--- src/rtl/core/tdpt_pkg.sv ---
package tdpt_pkg;

	// Controller states.
	typedef enum logic [2:0] {
		ST_IDLE,
		ST_CLASSIFY,
		ST_CHECK,
		ST_DIVIDE,
		ST_TEST,
		ST_FINISH
	} tdpt_state_t;

	// Commands from the controller to the datapath.
	typedef struct packed {
		logic load;
		logic div_start;
		logic div_step;
		logic advance;
		logic set_verdict;
		logic verdict;
		logic emit;
	} tdpt_cmd_t;

	// Status from the datapath to the controller.
	typedef struct packed {
		logic trivial;
		logic trivial_prime;
		logic bound_exceeded;
		logic div_last;
		logic rem_zero;
	} tdpt_status_t;

endpackage

--- src/rtl/core/tdpt_controller.sv ---
module tdpt_controller (
	input  logic                   clk,
	input  logic                   arst_n,
	input  logic                   cand_valid,
	output logic                   cand_stall,
	output logic                   res_valid,
	input  logic                   res_stall,
	input  tdpt_pkg::tdpt_status_t status,
	output tdpt_pkg::tdpt_cmd_t    cmd
);
	import tdpt_pkg::*;

	tdpt_state_t state_q;
	tdpt_state_t state_next;
	logic        res_valid_q;
	logic        out_free;

	// The result register can be loaded when empty or when its request
	// leaves at this edge.
	assign out_free = !res_valid_q || !res_stall;

	always_comb begin
		state_next = state_q;
		unique case (state_q)
			ST_IDLE: begin
				if (cand_valid) state_next = ST_CLASSIFY;
			end
			ST_CLASSIFY: begin
				state_next = status.trivial ? ST_FINISH : ST_CHECK;
			end
			ST_CHECK: begin
				state_next = status.bound_exceeded ? ST_FINISH : ST_DIVIDE;
			end
			ST_DIVIDE: begin
				if (status.div_last) state_next = ST_TEST;
			end
			ST_TEST: begin
				state_next = status.rem_zero ? ST_FINISH : ST_CHECK;
			end
			ST_FINISH: begin
				if (out_free) state_next = ST_IDLE;
			end
			default: state_next = ST_IDLE;
		endcase
	end

	always_comb begin
		cmd = '0;
		unique case (state_q)
			ST_IDLE: begin
				cmd.load = cand_valid;
			end
			ST_CLASSIFY: begin
				cmd.set_verdict = status.trivial;
				cmd.verdict     = status.trivial_prime;
			end
			ST_CHECK: begin
				cmd.set_verdict = status.bound_exceeded;
				cmd.verdict     = 1'b1;
				cmd.div_start   = !status.bound_exceeded;
			end
			ST_DIVIDE: begin
				cmd.div_step = 1'b1;
			end
			ST_TEST: begin
				cmd.set_verdict = status.rem_zero;
				cmd.verdict     = 1'b0;
				cmd.advance     = !status.rem_zero;
			end
			ST_FINISH: begin
				cmd.emit = out_free;
			end
			default: cmd = '0;
		endcase
	end

	always_ff @(posedge clk or negedge arst_n) begin
		if (!arst_n) begin
			state_q     <= ST_IDLE;
			res_valid_q <= 1'b0;
		end else begin
			state_q <= state_next;
			if (cmd.emit) begin
				res_valid_q <= 1'b1;
			end else if (!res_stall) begin
				res_valid_q <= 1'b0;
			end
		end
	end

	assign cand_stall = state_q != ST_IDLE;
	assign res_valid  = res_valid_q;

endmodule

--- config.mk ---
export PLATFORM = sky130hd
export DESIGN_NAME = tdpt_controller
export DESIGN_NICKNAME = d
export VERILOG_FILES = /design/src/rtl/core/tdpt_pkg.sv /design/src/rtl/core/tdpt_controller.sv
export SDC_FILE = /design/constraint.sdc
export NUM_CORES = 1
export LEC_CHECK = 0
export BUFFER_PORTS_ARGS = -buffer_cell sky130_fd_sc_hd__clkbuf_2
export CORE_AREA = 2 2 39 41
export CTS_CLUSTER_DIAMETER = 40
export DETAILED_ROUTE_END_ITERATION = 7
export DIE_AREA = 0 0 41 43
export PLACE_DENSITY_LB_ADDON = 0.2
export SYNTH_ARGS = -nofsm -noshare
export SYNTH_HDL_FRONTEND = slang
export SYNTH_SLANG_ARGS = --single-unit
--- constraint.sdc ---
create_clock -name clk -period 3.3 [get_ports clk]
set_input_delay 0.33 -clock clk [delete_from_list [all_inputs] [get_ports clk]]
set_output_delay 0.33 -clock clk [all_outputs]
set_load 0.01 [all_outputs]
# Word-level counts from Yosys, hierarchy flattened
# Cells that the tools add are included.
[classes]
n_mux = 15
eq_ne = 9
n_reduce_logical = 8
[op_table]
columns = ["operator", "count"]
rows = [
  ["2-to-1 mux 3 bit", 6],
  ["case mux 3 bit (6 select lines)", 1],
  ["2-to-1 mux 1 bit", 7],
  ["== test 3 x 2 -> 1 bit, second input constant", 2],
  ["== test 3 bit, second input constant", 2],
  ["inequality test 2 bit, second input constant", 3],
  ["case mux 2 bit (3 select lines)", 1],
  ["zero test 1 bit", 4],
  ["== test 3 x 1 -> 1 bit, second input constant", 1],
  ["zero test 3 bit", 1],
  ["AND reduction 3 bit", 1],
  ["nonzero test 3 bit", 1],
  ["inequality test 2 x 1 -> 1 bit, second input constant", 1],
  ["logical OR 1 bit", 1],
]
[word_totals]
ff_bits = 4
in_bits = 9
out_inout_bits = 9
elab_cells = 34

# Longest topological paths before layout
[logic_depth]
ltp_word = 4
mapped_depth = 4
depth_no_buf = 3

# Worst setup path before layout
# Ideal clock, no wire load.
[synth_timing]
kind = "reg2out"
startpoint = "reg state_q[2]"
endpoint = "out cmd[6] (netlist bit)"
t_required_ns = 2.970
stages_incl_launch_ff = 4
path_slack_ns = 1.761
t_arrival_ns = 1.209
path_buffers = 1
path_cell_list = "dfrtp_1 -> buf_4 -> or3_2 -> nor2_1"
[synth_lines]
columns = ["item", "line", "rtl"]
rows = [
  ["start: declaration", "tdpt_controller.sv:13", "tdpt_state_t state_q;"],
  ["start signal: assignment", "tdpt_controller.sv:82", "state_q <= state_next;"],
  ["end: declaration", "tdpt_controller.sv:9", "output tdpt_pkg::tdpt_cmd_t cmd"],
]

==> results_dict.tcl <==
set metrics [dict create \
    cts.clk_slew.worst_paths_ps 40 \
    rr_endpoint "state_q[0]" \
    fill_cells 153 \
    rsz0062_at_grt "false" \
    grt_use_met2_pct 13.13 \
    finClkSkew_ps 5.692 \
    yosys.area.top_type "dfrtp_1" \
    netlist_area_um2 339.1 \
    grt_pass1_vias 303 \
    start_kind "register" \
    dpl.hpwl_um 618.1 \
    required_ps 2970 \
    startpoint "state_q[1]" \
    fin_area_um2 452.9 \
    status "completed" \
    netlist_top_cells_count "4 x a21oi_1, 4 x dfrtp_1, 3 x nor2_1, 3 x nor3_1" \
    synthTopCellsByArea "dfrtp_1 30%, a21oi_1 5.9%, nor3_1 4.4%" \
    ff2ff_setup_slack_ps 1930 \
    clkPwrFrac_pct 16.2 \
    vias_per_cell 4.770 \
    gr-max-usage-layer "met1" \
    finalCriticalPeriod_ps 1838 \
    reg2reg_from "state_q[0]" \
    cts_tree "built" \
    grt_max_degree 12 \
    gp_congestion 0.6983 \
    avgRoutedWirePerCell_um 10.85 \
    firstDrtPassIters 2 \
    syn-num-nets 49 \
    start_util_pct 24.50 \
    drive_above_1_share_pct 44.83 \
    synth_top_area_share_pct 29.52 \
    grt_antenna_before_repair 0 \
    die_h_um 43 \
    wl_um 803 \
    crit_arrival_ps 1510 \
    clock-sinks 4 \
    die-width_um 41 \
    hold_class "input pin to register" \
    num_vias 353 \
    worstHoldEndpoint "res_valid" \
    worst_pin_slew_ps 371.9 \
    min_path_cells 3 \
    final_core_util_pct 32.73 \
    async_flop_share_pct 100.0 \
    setup_tns_ps 0 \
    cts-buffers-inserted 3 \
    max_slew_margin_pct 75.21 \
    synth_cell_types 26 \
    clk_path_buf_depth 2 \
    cts_root_buffer "clkbuf_4" \
    htree_levels 1 \
    pin_count 18 \
    avgSynthCellArea_um2 8.477 \
    leakage_nw 0.2337 \
    n_antenna_cell 0 \
    ys.warnings.count 0 \
    syn_inst 40 \
    p_sw_uw 161.7 \
    drtIter0Drc 5 \
    crit_path_end_kind "primary output" \
    post_dp_cell_area_um2 420.4 \
    antenna_left 0 \
    setup_viol 0 \
    worstSetupPathType "register to primary output" \
    fin_crit_sh_pct 55.70 \
    r2r_cells 3 \
    cts_resized 0 \
    syn_to_final_growth_pct 33.58 \
    clk_latency_ps 230 \
    use_met3_pct 3.665 \
    grt_usage_pct 10.66 \
    cell_internal_pwr_uw 211.1 \
    yosysSeqAreaShare_pct 29.52 \
    slew_violations 0 \
    hold_viol_final 0 \
    cts_hold_buf 1 \
    grt_overflow 0 \
    cp_max_fo 11 \
    ir_worst_vdd_mv 0.3231 \
    pwr-share-comb_pct 51.9 \
    dieArea_um2 1763 \
    p_sw_share_pct 43.38 \
    rows 14 \
    min-delay-start "res_stall" \
    grt_pass1_wl_um 1262 \
    route.detailed.drc 0 \
    p_per_area_nw_per_um2 823.2 \
    port_buffers 17 \
    cts_setup_buffers 0 \
    ys.flop_type "dfrtp_1" \
    pwr-share-seq_pct 31.8 \
    synth_edf_count 0 \
    cap_violations 0 \
    core-area_um2 1384 \
    nNetsFinal 69 \
    grt_use_met1_pct 14.56 \
    clock.fmax_mhz 544.1 \
    synth-seq-cells 4 \
]
-- cell type report --
class | count | area [µm²] | share of cell area (%)
sequential | 4 | 100.1 | 22.10
inverter | 2 | 7.507 | 1.657
clock buffer | 3 | 22.52 | 4.972
tap | 16 | 20.02 | 4.420
timing repair buffer | 18 | 95.09 | 20.99
multi-input combinational | 31 | 207.7 | 45.86
-- worst max path at each step --
stage	endpoint	slack, ps	cells after the start
2_1_floorplan	cmd[6]	1760	3
3_3_place_gp	cmd[0]	1710	4
3_5_place_dp	cmd[0]	1720	4
4_1_cts	cmd[0]	1460	4
5_1_grt	cmd[2]	1320	4
6_report	cmd[0]	1460	4
-- worst max-delay path, stage by stage, from the launching register on --
cell and delay [ps]:
dfrtp_1 460, nand2b_2 250, or2_2 300, a21oi_1 120
clkbuf_2 140
-- logic make-up (layout without fill, tap and decap cells) --
logic type / Yosys count / after routing / share of synthesized area, %
AOI/OAI and AO/OA: 10 / 10 / 19.56
and+or+nand+nor: 20 / 20 / 38.38
buffers and inverters: 5 / 23 / 9.225
muxes: 1 / 1 / 3.321
DFF: 4 / 4 / 29.52
-- placed cells by master (no fill, tap or decap), drive strengths merged --
master / netlist / routed
clkbuf: 0 / 20
a21oi: 4 / 4
dfrtp: 4 / 4
nor3: 3 / 3
nor2: 3 / 3
inv: 2 / 2
or2b: 2 / 2
nand2: 2 / 2
o22ai: 2 / 2
or3: 2 / 2
nand2b: 1 / 1
and3b: 1 / 1
a31oi: 1 / 1
nor3b: 1 / 1
o21bai: 1 / 1
nand3b: 1 / 1
or2: 1 / 1
and2b: 1 / 1
a2111oi: 1 / 1
nor2b: 1 / 1
a2111o: 1 / 1
mux2: 1 / 1
and3: 1 / 1
dlygate4sd3: 0 / 1
-- state kept, by name (all words and copies together), names as in the netlist --
name	count
res_valid	1
state_q	3
-- per-layer routing --
layer | part of all wire (%) | vias to the layer above
li1 | - | 182
met1 | 48 | 154
met2 | 41 | 15
met5 | 0 | -
met4 | 1.7 | 0
met3 | 9.0 | 2
-- through the flow --
step	std cells	total power [mW]	hold WS (ps)	setup slack, ps
after floorplan	40	0.2630	34.41	1761
after global placement	70	0.3165	140.3	1711
after detailed placement	70	0.3111	142.7	1716
after CTS	74	0.3762	352.7	1455
after global routing	74	0.4100	366.7	1324
final	74	0.3729	355.3	1462
-- power by group through the flow --
stage          Combinational, mW  Clock [mW]  Sequential (mW)
3_5_place_dp               0.193           0            0.118
3_3_place_gp               0.197           0            0.120
6_report                   0.194      0.0606            0.119
5_1_grt                    0.216      0.0669            0.127
4_1_cts                    0.195      0.0632            0.118
2_1_floorplan              0.179           0           0.0838
(Power assumes the default switching activity.)
